===== src/hdl/rssi_presence_detector_assert.svh =====
// Assertion macros used by the detector top module.
`ifndef RSSI_PRESENCE_DETECTOR_ASSERT_SVH
`define RSSI_PRESENCE_DETECTOR_ASSERT_SVH

// Same-cycle implication, disabled while in reset.
`define RPD_ASSERT_IMPL(lbl, clk, rstn, ante, cons, msg) \
  lbl: assert property (@(posedge clk) disable iff (!rstn) (ante) |-> (cons)) \
    else $error(msg);

// Next-cycle implication, disabled while in reset.
`define RPD_ASSERT_NEXT(lbl, clk, rstn, ante, cons, msg) \
  lbl: assert property (@(posedge clk) disable iff (!rstn) (ante) |=> (cons)) \
    else $error(msg);

`endif


===== src/hdl/rpd_pkg.sv =====
package rpd_pkg;

  localparam int unsigned AddrW   = 48;
  localparam int unsigned RssiW   = 8;
  localparam int unsigned TimeW   = 32;
  localparam int unsigned WindowW = 16;
  localparam int unsigned PaddrW  = 5;
  localparam int unsigned PdataW  = 64;

  typedef enum logic {
    OP_REPORT   = 1'b0,
    OP_EVALUATE = 1'b1
  } rpd_op_e;

  typedef enum logic [1:0] {
    REG_TARGET_ADDRESS = 2'd0,
    REG_RSSI_FLOOR     = 2'd1,
    REG_RSSI_CEIL      = 2'd2,
    REG_ABSENCE_WINDOW = 2'd3
  } rpd_reg_e;

  // Register reset values
  localparam logic [AddrW-1:0]   TargetAddrRst = '0;
  localparam logic [RssiW-1:0]   RssiFloorRst  = 8'hB0;  // -80 dBm
  localparam logic [RssiW-1:0]   RssiCeilRst   = 8'hC4;  // -60 dBm
  localparam logic [WindowW-1:0] WindowRst     = 16'd3000;

  // Mean before any sighting: -127 dBm
  localparam logic [RssiW-1:0] AvgRst = 8'h81;

  // x/3 == (x*171) >> 9 for every magnitude the ring sum can reach
  localparam logic [8:0]  RecipThree = 9'd171;
  localparam int unsigned RecipShift = 9;

  typedef struct packed {
    logic [AddrW-1:0]   target_address;
    logic [RssiW-1:0]   rssi_floor;
    logic [RssiW-1:0]   rssi_ceil;
    logic [WindowW-1:0] absence_window_ms;
  } rpd_cfg_t;

  typedef struct packed {
    logic present;
    logic entry;
    logic exit_p;
  } rpd_pres_t;

endpackage


===== src/hdl/rpd_if.sv =====
// Request channel: one report or evaluate item.
interface rpd_req_if import rpd_pkg::*; ();
  logic                     valid;
  logic                     ready;
  logic                     operation;
  logic [AddrW-1:0]         sender_address;
  logic signed [RssiW-1:0]  sample_rssi;
  logic [TimeW-1:0]         now_ms;

  modport source (output valid, operation, sender_address, sample_rssi, now_ms,
                  input ready);
  modport sink   (input valid, operation, sender_address, sample_rssi, now_ms,
                  output ready);
endinterface

// Result channel: one result per request.
interface rpd_rsp_if import rpd_pkg::*; ();
  logic                     valid;
  logic                     ready;
  logic                     address_matched;
  logic signed [RssiW-1:0]  smoothed_rssi;
  logic                     is_present;
  logic                     entry_pulse;
  logic                     exit_pulse;

  modport source (output valid, address_matched, smoothed_rssi, is_present,
                  entry_pulse, exit_pulse, input ready);
  modport sink   (input valid, address_matched, smoothed_rssi, is_present,
                  entry_pulse, exit_pulse, output ready);
endinterface


===== src/hdl/rssi_presence_detector.sv =====
// Channel   Role    Payload
// req_i     sink    operation, sender_address, sample_rssi, now_ms
// rsp_o     source  address_matched, smoothed_rssi, is_present, entry_pulse, exit_pulse
// APB       slave   target_address 0x00, band floor 0x08, band ceiling 0x10, absence_window 0x18
//
// One request per cycle unless the result channel stalls; an accepted request
// is held in the request register. The ring mean and the presence decision are
// combinational logic between the request register and the result register.
// Reset loads register defaults and clears ring control and presence state.
// A stalled result holds; one more request is taken into the request register.
`include "rssi_presence_detector_assert.svh"

module rssi_presence_detector import rpd_pkg::*; #(
  parameter int unsigned HISTORY_DEPTH = 3
) (
  input  logic              clk_i,
  input  logic              rst_ni,
  rpd_req_if.sink           req_i,
  rpd_rsp_if.source         rsp_o,
  input  logic              psel,
  input  logic              penable,
  input  logic              pwrite,
  input  logic [PaddrW-1:0] paddr,
  input  logic [PdataW-1:0] pwdata,
  output logic [PdataW-1:0] prdata,
  output logic              pready
);

  rpd_cfg_t cfg;

  logic                    in_valid_q;
  rpd_op_e                 op_q;
  logic [AddrW-1:0]        sender_q;
  logic signed [RssiW-1:0] sample_q;
  logic [TimeW-1:0]        now_q;

  logic                    out_valid_q;
  logic                    matched_q;
  logic signed [RssiW-1:0] smoothed_q;
  logic                    present_q;
  logic                    entry_q;
  logic                    exit_q;

  logic                    advance;
  logic                    in_take;
  logic                    matched;
  logic signed [RssiW-1:0] avg_next;
  logic signed [RssiW-1:0] avg_cur;
  rpd_pres_t               pres;

  rpd_cfg_regs u_cfg (
    .clk_i   (clk_i),
    .rst_ni  (rst_ni),
    .psel    (psel),
    .penable (penable),
    .pwrite  (pwrite),
    .paddr   (paddr),
    .pwdata  (pwdata),
    .prdata  (prdata),
    .pready  (pready),
    .cfg_o   (cfg)
  );

  // Move a request forward when the result register is free or draining
  assign advance       = in_valid_q && (!out_valid_q || rsp_o.ready);
  assign req_i.ready   = !in_valid_q || advance;
  assign in_take       = req_i.valid && req_i.ready;
  assign matched       = (op_q == OP_REPORT) && (sender_q == cfg.target_address);

  rpd_ring_avg #(
    .HISTORY_DEPTH (HISTORY_DEPTH)
  ) u_ring (
    .clk_i      (clk_i),
    .rst_ni     (rst_ni),
    .push_i     (advance && matched),
    .sample_i   (sample_q),
    .avg_next_o (avg_next),
    .avg_q_o    (avg_cur)
  );

  rpd_presence u_pres (
    .clk_i   (clk_i),
    .rst_ni  (rst_ni),
    .step_i  (advance),
    .op_i    (op_q),
    .match_i (matched),
    .now_i   (now_q),
    .avg_i   (avg_cur),
    .cfg_i   (cfg),
    .pres_o  (pres)
  );

  // Request register control
  always_ff @(posedge clk_i or negedge rst_ni) begin
    if (!rst_ni) begin
      in_valid_q <= 1'b0;
    end else if (in_take) begin
      in_valid_q <= 1'b1;
    end else if (advance) begin
      in_valid_q <= 1'b0;
    end
  end

  // Request register payload
  always_ff @(posedge clk_i) begin
    if (in_take) begin
      op_q     <= rpd_op_e'(req_i.operation);
      sender_q <= req_i.sender_address;
      sample_q <= req_i.sample_rssi;
      now_q    <= req_i.now_ms;
    end
  end

  // Result register control
  always_ff @(posedge clk_i or negedge rst_ni) begin
    if (!rst_ni) begin
      out_valid_q <= 1'b0;
    end else if (advance) begin
      out_valid_q <= 1'b1;
    end else if (rsp_o.ready) begin
      out_valid_q <= 1'b0;
    end
  end

  // Result register payload
  always_ff @(posedge clk_i) begin
    if (advance) begin
      matched_q  <= matched;
      smoothed_q <= matched ? avg_next : avg_cur;
      present_q  <= pres.present;
      entry_q    <= pres.entry;
      exit_q     <= pres.exit_p;
    end
  end

  assign rsp_o.valid           = out_valid_q;
  assign rsp_o.address_matched = matched_q;
  assign rsp_o.smoothed_rssi   = smoothed_q;
  assign rsp_o.is_present      = present_q;
  assign rsp_o.entry_pulse     = entry_q;
  assign rsp_o.exit_pulse      = exit_q;

  `RPD_ASSERT_IMPL(a_pulse_excl, clk_i, rst_ni, out_valid_q, !(entry_q && exit_q), "entry and exit in one result")
  `RPD_ASSERT_IMPL(a_entry_present, clk_i, rst_ni, out_valid_q && entry_q, present_q, "entry without presence")
  `RPD_ASSERT_IMPL(a_exit_absent, clk_i, rst_ni, out_valid_q && exit_q, !present_q, "exit while still present")
  `RPD_ASSERT_IMPL(a_match_no_pulse, clk_i, rst_ni, out_valid_q && matched_q, !entry_q && !exit_q, "pulse on a report")
  `RPD_ASSERT_NEXT(a_advance_fills, clk_i, rst_ni, advance, out_valid_q, "advanced request left no result")

endmodule


===== src/hdl/rpd_cfg_regs.sv =====
module rpd_cfg_regs import rpd_pkg::*; (
  input  logic              clk_i,
  input  logic              rst_ni,
  input  logic              psel,
  input  logic              penable,
  input  logic              pwrite,
  input  logic [PaddrW-1:0] paddr,
  input  logic [PdataW-1:0] pwdata,
  output logic [PdataW-1:0] prdata,
  output logic              pready,
  output rpd_cfg_t          cfg_o
);

  rpd_cfg_t cfg_q;
  rpd_reg_e reg_sel;
  logic     wr_en;

  assign pready  = 1'b1;
  assign reg_sel = rpd_reg_e'(paddr[PaddrW-1:3]);
  assign wr_en   = psel && penable && pwrite;
  assign cfg_o   = cfg_q;

  // Write the addressed register
  always_ff @(posedge clk_i or negedge rst_ni) begin
    if (!rst_ni) begin
      cfg_q.target_address    <= TargetAddrRst;
      cfg_q.rssi_floor        <= RssiFloorRst;
      cfg_q.rssi_ceil         <= RssiCeilRst;
      cfg_q.absence_window_ms <= WindowRst;
    end else if (wr_en) begin
      case (reg_sel)
        REG_TARGET_ADDRESS: cfg_q.target_address    <= pwdata[AddrW-1:0];
        REG_RSSI_FLOOR:     cfg_q.rssi_floor        <= pwdata[RssiW-1:0];
        REG_RSSI_CEIL:      cfg_q.rssi_ceil         <= pwdata[RssiW-1:0];
        REG_ABSENCE_WINDOW: cfg_q.absence_window_ms <= pwdata[WindowW-1:0];
        default: ;
      endcase
    end
  end

  // Read back the addressed register
  always_comb begin
    case (reg_sel)
      REG_TARGET_ADDRESS: prdata = PdataW'(cfg_q.target_address);
      REG_RSSI_FLOOR:     prdata = PdataW'(cfg_q.rssi_floor);
      REG_RSSI_CEIL:      prdata = PdataW'(cfg_q.rssi_ceil);
      REG_ABSENCE_WINDOW: prdata = PdataW'(cfg_q.absence_window_ms);
      default:            prdata = '0;
    endcase
  end

endmodule


===== src/hdl/rpd_ring_avg.sv =====
module rpd_ring_avg import rpd_pkg::*; #(
  parameter int unsigned HISTORY_DEPTH = 3
) (
  input  logic                    clk_i,
  input  logic                    rst_ni,
  input  logic                    push_i,
  input  logic signed [RssiW-1:0] sample_i,
  output logic signed [RssiW-1:0] avg_next_o,
  output logic signed [RssiW-1:0] avg_q_o
);

  localparam int unsigned CntW  = $clog2(HISTORY_DEPTH + 1);
  localparam int unsigned SlotW = (HISTORY_DEPTH > 1) ? $clog2(HISTORY_DEPTH) : 1;
  localparam int unsigned SumW  = RssiW + CntW;
  localparam int unsigned ProdW = SumW + 9;
  localparam logic [SlotW-1:0] LastSlot = SlotW'(HISTORY_DEPTH - 1);
  localparam logic [CntW-1:0]  FullCnt  = CntW'(HISTORY_DEPTH);

  logic [RssiW-1:0] ring_q [HISTORY_DEPTH];
  logic [SlotW-1:0] slot_q, slot_d;
  logic [CntW-1:0]  cnt_q, cnt_d;
  logic [RssiW-1:0] avg_q;
  logic [RssiW-1:0] slot_val;
  logic [SumW-1:0]  sum;
  logic             neg;
  logic [SumW-1:0]  mag;
  logic [ProdW-1:0] prod;
  logic [SumW-1:0]  quot;
  logic [1:0]       cnt_sel;

  // Advance the write slot and the fill count
  always_comb begin
    cnt_d  = (cnt_q == FullCnt) ? cnt_q : cnt_q + 1'b1;
    slot_d = (slot_q == LastSlot) ? '0 : slot_q + 1'b1;
  end

  // Sum the filled entries with the new sample in place
  always_comb begin
    sum = '0;
    for (int i = 0; i < HISTORY_DEPTH; i++) begin
      slot_val = (SlotW'(i) == slot_q) ? sample_i : ring_q[i];
      if (CntW'(i) < cnt_d) begin
        sum = sum + {{CntW{slot_val[RssiW-1]}}, slot_val};
      end
    end
  end

  // Divide by the fill count, truncating toward zero
  always_comb begin
    neg     = sum[SumW-1];
    mag     = neg ? (~sum + 1'b1) : sum;
    prod    = ProdW'(mag) * ProdW'(RecipThree);
    cnt_sel = 2'(cnt_d);
    case (cnt_sel)
      2'd1:    quot = mag;
      2'd2:    quot = mag >> 1;
      default: quot = SumW'(prod >> RecipShift);
    endcase
    avg_next_o = neg ? $signed(~quot[RssiW-1:0] + 1'b1) : $signed(quot[RssiW-1:0]);
  end

  assign avg_q_o = $signed(avg_q);

  // Hold ring control and mean across items
  always_ff @(posedge clk_i or negedge rst_ni) begin
    if (!rst_ni) begin
      slot_q <= '0;
      cnt_q  <= '0;
      avg_q  <= AvgRst;
    end else if (push_i) begin
      slot_q <= slot_d;
      cnt_q  <= cnt_d;
      avg_q  <= avg_next_o;
    end
  end

  // Store the sample; entries are read only once filled
  always_ff @(posedge clk_i) begin
    if (push_i) begin
      ring_q[slot_q] <= sample_i;
    end
  end

endmodule


===== src/hdl/rpd_presence.sv =====
module rpd_presence import rpd_pkg::*; (
  input  logic                    clk_i,
  input  logic                    rst_ni,
  input  logic                    step_i,
  input  rpd_op_e                 op_i,
  input  logic                    match_i,
  input  logic [TimeW-1:0]        now_i,
  input  logic signed [RssiW-1:0] avg_i,
  input  rpd_cfg_t                cfg_i,
  output rpd_pres_t               pres_o
);

  logic [TimeW-1:0] last_q;
  logic             seen_q;
  logic             present_q;
  logic [TimeW-1:0] elapsed;
  logic             in_window;
  logic             recent;
  logic             close;

  // Elapsed time wraps with the timestamp
  assign elapsed   = now_i - last_q;
  assign in_window = elapsed <= TimeW'(cfg_i.absence_window_ms);
  assign recent    = seen_q && in_window;
  assign close     = (avg_i >= $signed(cfg_i.rssi_floor)) && (avg_i <= $signed(cfg_i.rssi_ceil));

  // Enter on recent and close, drop only once the window has run out
  always_comb begin
    pres_o.present = present_q;
    pres_o.entry   = 1'b0;
    pres_o.exit_p  = 1'b0;
    if (op_i == OP_EVALUATE) begin
      if (recent && close) begin
        if (!present_q) begin
          pres_o.present = 1'b1;
          pres_o.entry   = 1'b1;
        end
      end else if (present_q && !in_window) begin
        pres_o.present = 1'b0;
        pres_o.exit_p  = 1'b1;
      end
    end
  end

  // Record sightings and presence state
  always_ff @(posedge clk_i or negedge rst_ni) begin
    if (!rst_ni) begin
      last_q    <= '0;
      seen_q    <= 1'b0;
      present_q <= 1'b0;
    end else if (step_i) begin
      present_q <= pres_o.present;
      if (match_i) begin
        last_q <= now_i;
        seen_q <= 1'b1;
      end
    end
  end

endmodule


===== src/flat_wrapper.sv =====
// flat-port wrapper written by rule: the top's interface ports become plain ports
module rssi_presence_detector_flat import rpd_pkg::*;
#(
  parameter int unsigned HISTORY_DEPTH = 3
)
  (clk_i, rst_ni, psel, penable, pwrite, paddr, pwdata, prdata, pready, req_i_valid, req_i_operation, req_i_sender_address, req_i_sample_rssi, req_i_now_ms, req_i_ready, rsp_o_valid, rsp_o_address_matched, rsp_o_smoothed_rssi, rsp_o_is_present, rsp_o_entry_pulse, rsp_o_exit_pulse, rsp_o_ready);
  rpd_req_if req_i_i ();
  rpd_rsp_if rsp_o_i ();
  input  logic clk_i;
  input  logic rst_ni;
  input  logic psel;
  input  logic penable;
  input  logic pwrite;
  input  logic [PaddrW-1:0] paddr;
  input  logic [PdataW-1:0] pwdata;
  output logic [PdataW-1:0] prdata;
  output logic pready;
  input wire logic [$bits(req_i_i.valid)-1:0] req_i_valid;
  input wire logic [$bits(req_i_i.operation)-1:0] req_i_operation;
  input wire logic [$bits(req_i_i.sender_address)-1:0] req_i_sender_address;
  input wire logic [$bits(req_i_i.sample_rssi)-1:0] req_i_sample_rssi;
  input wire logic [$bits(req_i_i.now_ms)-1:0] req_i_now_ms;
  output wire logic [$bits(req_i_i.ready)-1:0] req_i_ready;
  output wire logic [$bits(rsp_o_i.valid)-1:0] rsp_o_valid;
  output wire logic [$bits(rsp_o_i.address_matched)-1:0] rsp_o_address_matched;
  output wire logic [$bits(rsp_o_i.smoothed_rssi)-1:0] rsp_o_smoothed_rssi;
  output wire logic [$bits(rsp_o_i.is_present)-1:0] rsp_o_is_present;
  output wire logic [$bits(rsp_o_i.entry_pulse)-1:0] rsp_o_entry_pulse;
  output wire logic [$bits(rsp_o_i.exit_pulse)-1:0] rsp_o_exit_pulse;
  input wire logic [$bits(rsp_o_i.ready)-1:0] rsp_o_ready;
  assign req_i_i.valid = req_i_valid;
  assign req_i_i.operation = req_i_operation;
  assign req_i_i.sender_address = req_i_sender_address;
  assign req_i_i.sample_rssi = req_i_sample_rssi;
  assign req_i_i.now_ms = req_i_now_ms;
  assign req_i_ready = req_i_i.ready;
  assign rsp_o_valid = rsp_o_i.valid;
  assign rsp_o_address_matched = rsp_o_i.address_matched;
  assign rsp_o_smoothed_rssi = rsp_o_i.smoothed_rssi;
  assign rsp_o_is_present = rsp_o_i.is_present;
  assign rsp_o_entry_pulse = rsp_o_i.entry_pulse;
  assign rsp_o_exit_pulse = rsp_o_i.exit_pulse;
  assign rsp_o_i.ready = rsp_o_ready;
  rssi_presence_detector #(.HISTORY_DEPTH(HISTORY_DEPTH)) u_core (.clk_i(clk_i), .rst_ni(rst_ni), .req_i(req_i_i), .rsp_o(rsp_o_i), .psel(psel), .penable(penable), .pwrite(pwrite), .paddr(paddr), .pwdata(pwdata), .prdata(prdata), .pready(pready));
endmodule

===== config.mk =====
export PLATFORM = sky130hd
export DESIGN_NAME = rssi_presence_detector_flat
export DESIGN_NICKNAME = d
export VERILOG_FILES = /design/src/hdl/rpd_pkg.sv /design/src/hdl/rpd_if.sv /design/src/hdl/rssi_presence_detector.sv /design/src/hdl/rpd_cfg_regs.sv /design/src/hdl/rpd_ring_avg.sv /design/src/hdl/rpd_presence.sv /design/src/flat_wrapper.sv
export VERILOG_INCLUDE_DIRS = /design/src /design/src/hdl
export SDC_FILE = /design/constraint.sdc
export NUM_CORES = 1
export LEC_CHECK = 0
export ABC_AREA = 1
export BUFFER_PORTS_ARGS = -buffer_cell sky130_fd_sc_hd__buf_2
export CORE_MARGIN = 2
export CORE_UTILIZATION = 64
export CTS_CLUSTER_SIZE = 20
export DETAILED_ROUTE_END_ITERATION = 12
export PLACE_DENSITY = 0.87
export RECOVER_POWER = 100
export SETUP_SLACK_MARGIN = 0.2
export SYNTH_ARGS = -nofsm -noshare
export SYNTH_HDL_FRONTEND = slang
export SYNTH_HIERARCHICAL = 1
export SYNTH_SLANG_ARGS = --single-unit

===== constraint.sdc =====
create_clock -name clk_i -period 20.1 [get_ports clk_i]
set_input_delay 4.02 -clock clk_i [delete_from_list [all_inputs] [get_ports clk_i]]
set_output_delay 4.02 -clock clk_i [all_outputs]
set_load 0.03 [all_outputs]

==> impl_metrics.json <==
{
  "synth_seq_area_share_pct": 39.5,
  "drive_above_1_share_pct": 11.5,
  "area_growth_pct": 11.0,
  "post_cts_buffers": 0,
  "cts_buffers": 28,
  "grt_pass1_vias": 15286,
  "run_status": "finished, violations left",
  "ir_drop_uv": 78.7,
  "fin_nets": 2868,
  "routed_via_density": 5.40,
  "ctsResizeCount": 0,
  "syn_avg_cell_area_um2": 7.50,
  "gp_congestion": 0.947,
  "clkSinkCount": 253,
  "power_density_nw_per_um2": 70.9,
  "core_area_um2": 27000,
  "cts_tree": "done",
  "cp-start-kind": "input port",
  "ys_seq_elements": 253,
  "ctsHoldBuffers": 0,
  "path_cells": "clkbuf_1 > inv_1 > nand2_1 > nor2_1 > clkbuf_1",
  "grt_pass1_wl_um": 73200,
  "grt_usage_pct": 31.7,
  "yosys.area.top_type": "edfxtp_1",
  "fin_setup_tns_ns": 0,
  "yosysWarnings": 6,
  "violations": "max-capacitance violations, max-slew violations",
  "cts_max_path_buffers": 3,
  "fp.dieH_um": 170,
  "hold_path_class": "reg2reg",
  "wl_per_cell_um": 15.6,
  "final_antenna_net_count": 0,
  "relSlewSlack_pct": -191,
  "crit_type": "in2out",
  "maxSlewViolCount": 320,
  "die_w_um": 170,
  "final-setup-viol-count": 0,
  "worstPathArrival_ns": 6.48,
  "slowest_stage": "nand2_1",
  "synthCells": 2354,
  "dr.pass1.iters": 6,
  "hold_viol_final": 0,
  "dpl.hpwl_um": 35400,
  "skew_ns": 0.0225,
  "initial_utilization_pct": 65.3,
  "num_rows": 60,
  "clk_pin_slew_worst_paths_ns": 0.06,
  "rsz0062_at_grt": "false",
  "grt_overflow": 0,
  "cpMostUsedCell": "clkbuf_1",
  "wirelength_um": 45700,
  "ios": 244,
  "p_leak_uw": 0.0106,
  "first_iter_violations": 1359,
  "h-tree-depth": 1,
  "drc_errors": 0,
  "via_count": 15790,
  "cpPeakStageDelay_ns": 0.96,
  "worstSkewPairLatency_ns": 0.56,
  "synth_area_leaders": "edfxtp_1 (21%), nand2_1 (17%), dfrtp_1 (16%), ha_1 (8.9%), inv_1 (8.7%)",
  "cp_max_fo": 33,
  "critPathRequiredTime_ns": 16.08,
  "synth_top_area_share_pct": 21.3,
  "async_reset_ff_share_pct": 50.6,
  "finalCritPeriodShare_pct": 52.3,
  "maxCapViolCount": 5,
  "yosysUniqueCellTypes": 55,
  "layout_min_cycle_time_ns": 10.50,
  "synthFlopType": "edfxtp_1",
  "max_freq_mhz": 95.2,
  "power_uw": 1390,
  "mostFrequentLayoutCell": "nand2_1",
  "fillerInstances": 2151,
  "mostFrequentLayoutCells": "nand2_1 (818), inv_1 (411), nor2_1 (187)",
  "dieArea_um2": 28900,
  "synth_area_um2": 17700,
  "grt_antenna_before_repair": 2,
  "ctsRootBufferMaster": "clkbuf_16",
  "portBuffers": 207,
  "synth_edf_count": 125,
  "worst_setup_path_end_kind": "primary output",
  "worst_pin_slew_ns": 4.37,
  "grt_max_degree": 76
}
[cells by family (layout without fill, tap and decap cells)]
family | Yosys count | after routing | synth area share (%)
AOI/OAI and AO/OA | 184 | 184 | 5.94
xor gates and xnor gates | 37 | 37 | 2.01
adders and majority gates | 146 | 146 | 11.2
buffers and inverters | 482 | 692 | 11.1
DFF | 253 | 253 | 39.5
muxes | 1 | 1 | 0.0638
other | 2 | 20 | 0.0425
and+or+nand+nor | 1249 | 1249 | 30.1
[layer usage]
layer	GRT usage (%)	wire, µm	up-vias
li1	-	-	7695
met1	42.3	19300	7296
met2	52.7	21300	682
met3	5.37	3620	115
met4	11.0	1460	2
met5	0	13	-
[stage by stage]
step	cell area (µm²)	setup slack (ns)	util (%)	cells	hold slack [ns]
CTS	19800	10.82	73.1	2920	0.473
global placement	18900	10.87	69.8	2868	0.457
finish	19600	9.60	72.5	2923	0.474
floorplan	17700	11.25	-	2369	0.428
detailed placement	18900	10.82	69.8	2868	0.457
global route	19600	9.34	72.5	2921	0.493
[registers in the layout (all words and copies together) (netlist names)]
signal / flops
u_core/u_cfg/cfg_o: 80
u_core/sender_q: 48
u_core/now_q: 32
u_core/u_pres/last_q: 32
u_core/u_ring/ring_q: 24
u_core/rsp_o.smoothed_rssi: 8
u_core/sample_q: 8
u_core/u_ring/avg_q_o: 8
u_core/u_ring/cnt_q: 2
u_core/u_ring/slot_q: 2
u_core/in_valid_q: 1
u_core/op_q: 1
u_core/rsp_o.address_matched: 1
u_core/rsp_o.entry_pulse: 1
u_core/rsp_o.exit_pulse: 1
u_core/rsp_o.is_present: 1
u_core/rsp_o.valid: 1
u_core/u_pres/present_q: 1
u_core/u_pres/seen_q: 1
[worst max-delay path: cells and delay by family]
| kind | cells | cell delay, ns |
|---|---|---|
| buffers and inverters | 3 | 1.38 |
| and+or+nand+nor | 2 | 1.06 |
[synth_stat cells, types with 15 or more instances]
cell type and n:
buf_4 19, ha_1 126, nand4_1 26, xor2_1 23, a21oi_1 85, dfrtp_1 113, nand2_1 812, nand3_1 114
nor2_1 184, inv_1 409, o21ai_0 48, inv_2 17, dfstp_2 15, nand2_2 32, fa_1 20, nor2_2 18
edfxtp_1 125
[worst paths after layout]
check,startpoint,end,slack [ns],cells past startpoint
max in group asynchronous,rst_ni,u_core/u_cfg/cfg_o[44],10.74,2
setup reg to reg,u_core/u_ring/slot_q[1],u_core/rsp_o.smoothed_rssi[5],10.19,49
hold reg to reg,u_core/u_cfg/cfg_o[4],u_core/u_cfg/cfg_o[4],0.47,2
setup / recovery,paddr[4],prdata[45],9.60,5
hold / removal,u_core/u_cfg/cfg_o[4],u_core/u_cfg/cfg_o[4],0.47,2
min in group asynchronous,rst_ni,u_core/u_cfg/cfg_o[51],4.66,1
[area by class of cell]
cell class	count	area, µm²	area share [%]
inverter	429	1620	8.24
sequential	253	6980	35.6
clock inverter	16	146	0.747
timing repair buffer	211	967	4.93
antenna	3	7.51	0.0383
clock buffer	36	741	3.78
tap	341	427	2.18
multi-input combinational	1634	8720	44.5
[where the power goes]
part	internal, µW	total [µW]	switching, µW
Combinational	76.7	240	163
Clock	286	495	209
Sequential	607	654	47.4
Total	969	1390	419
Power figures use the tool's default switching activity.
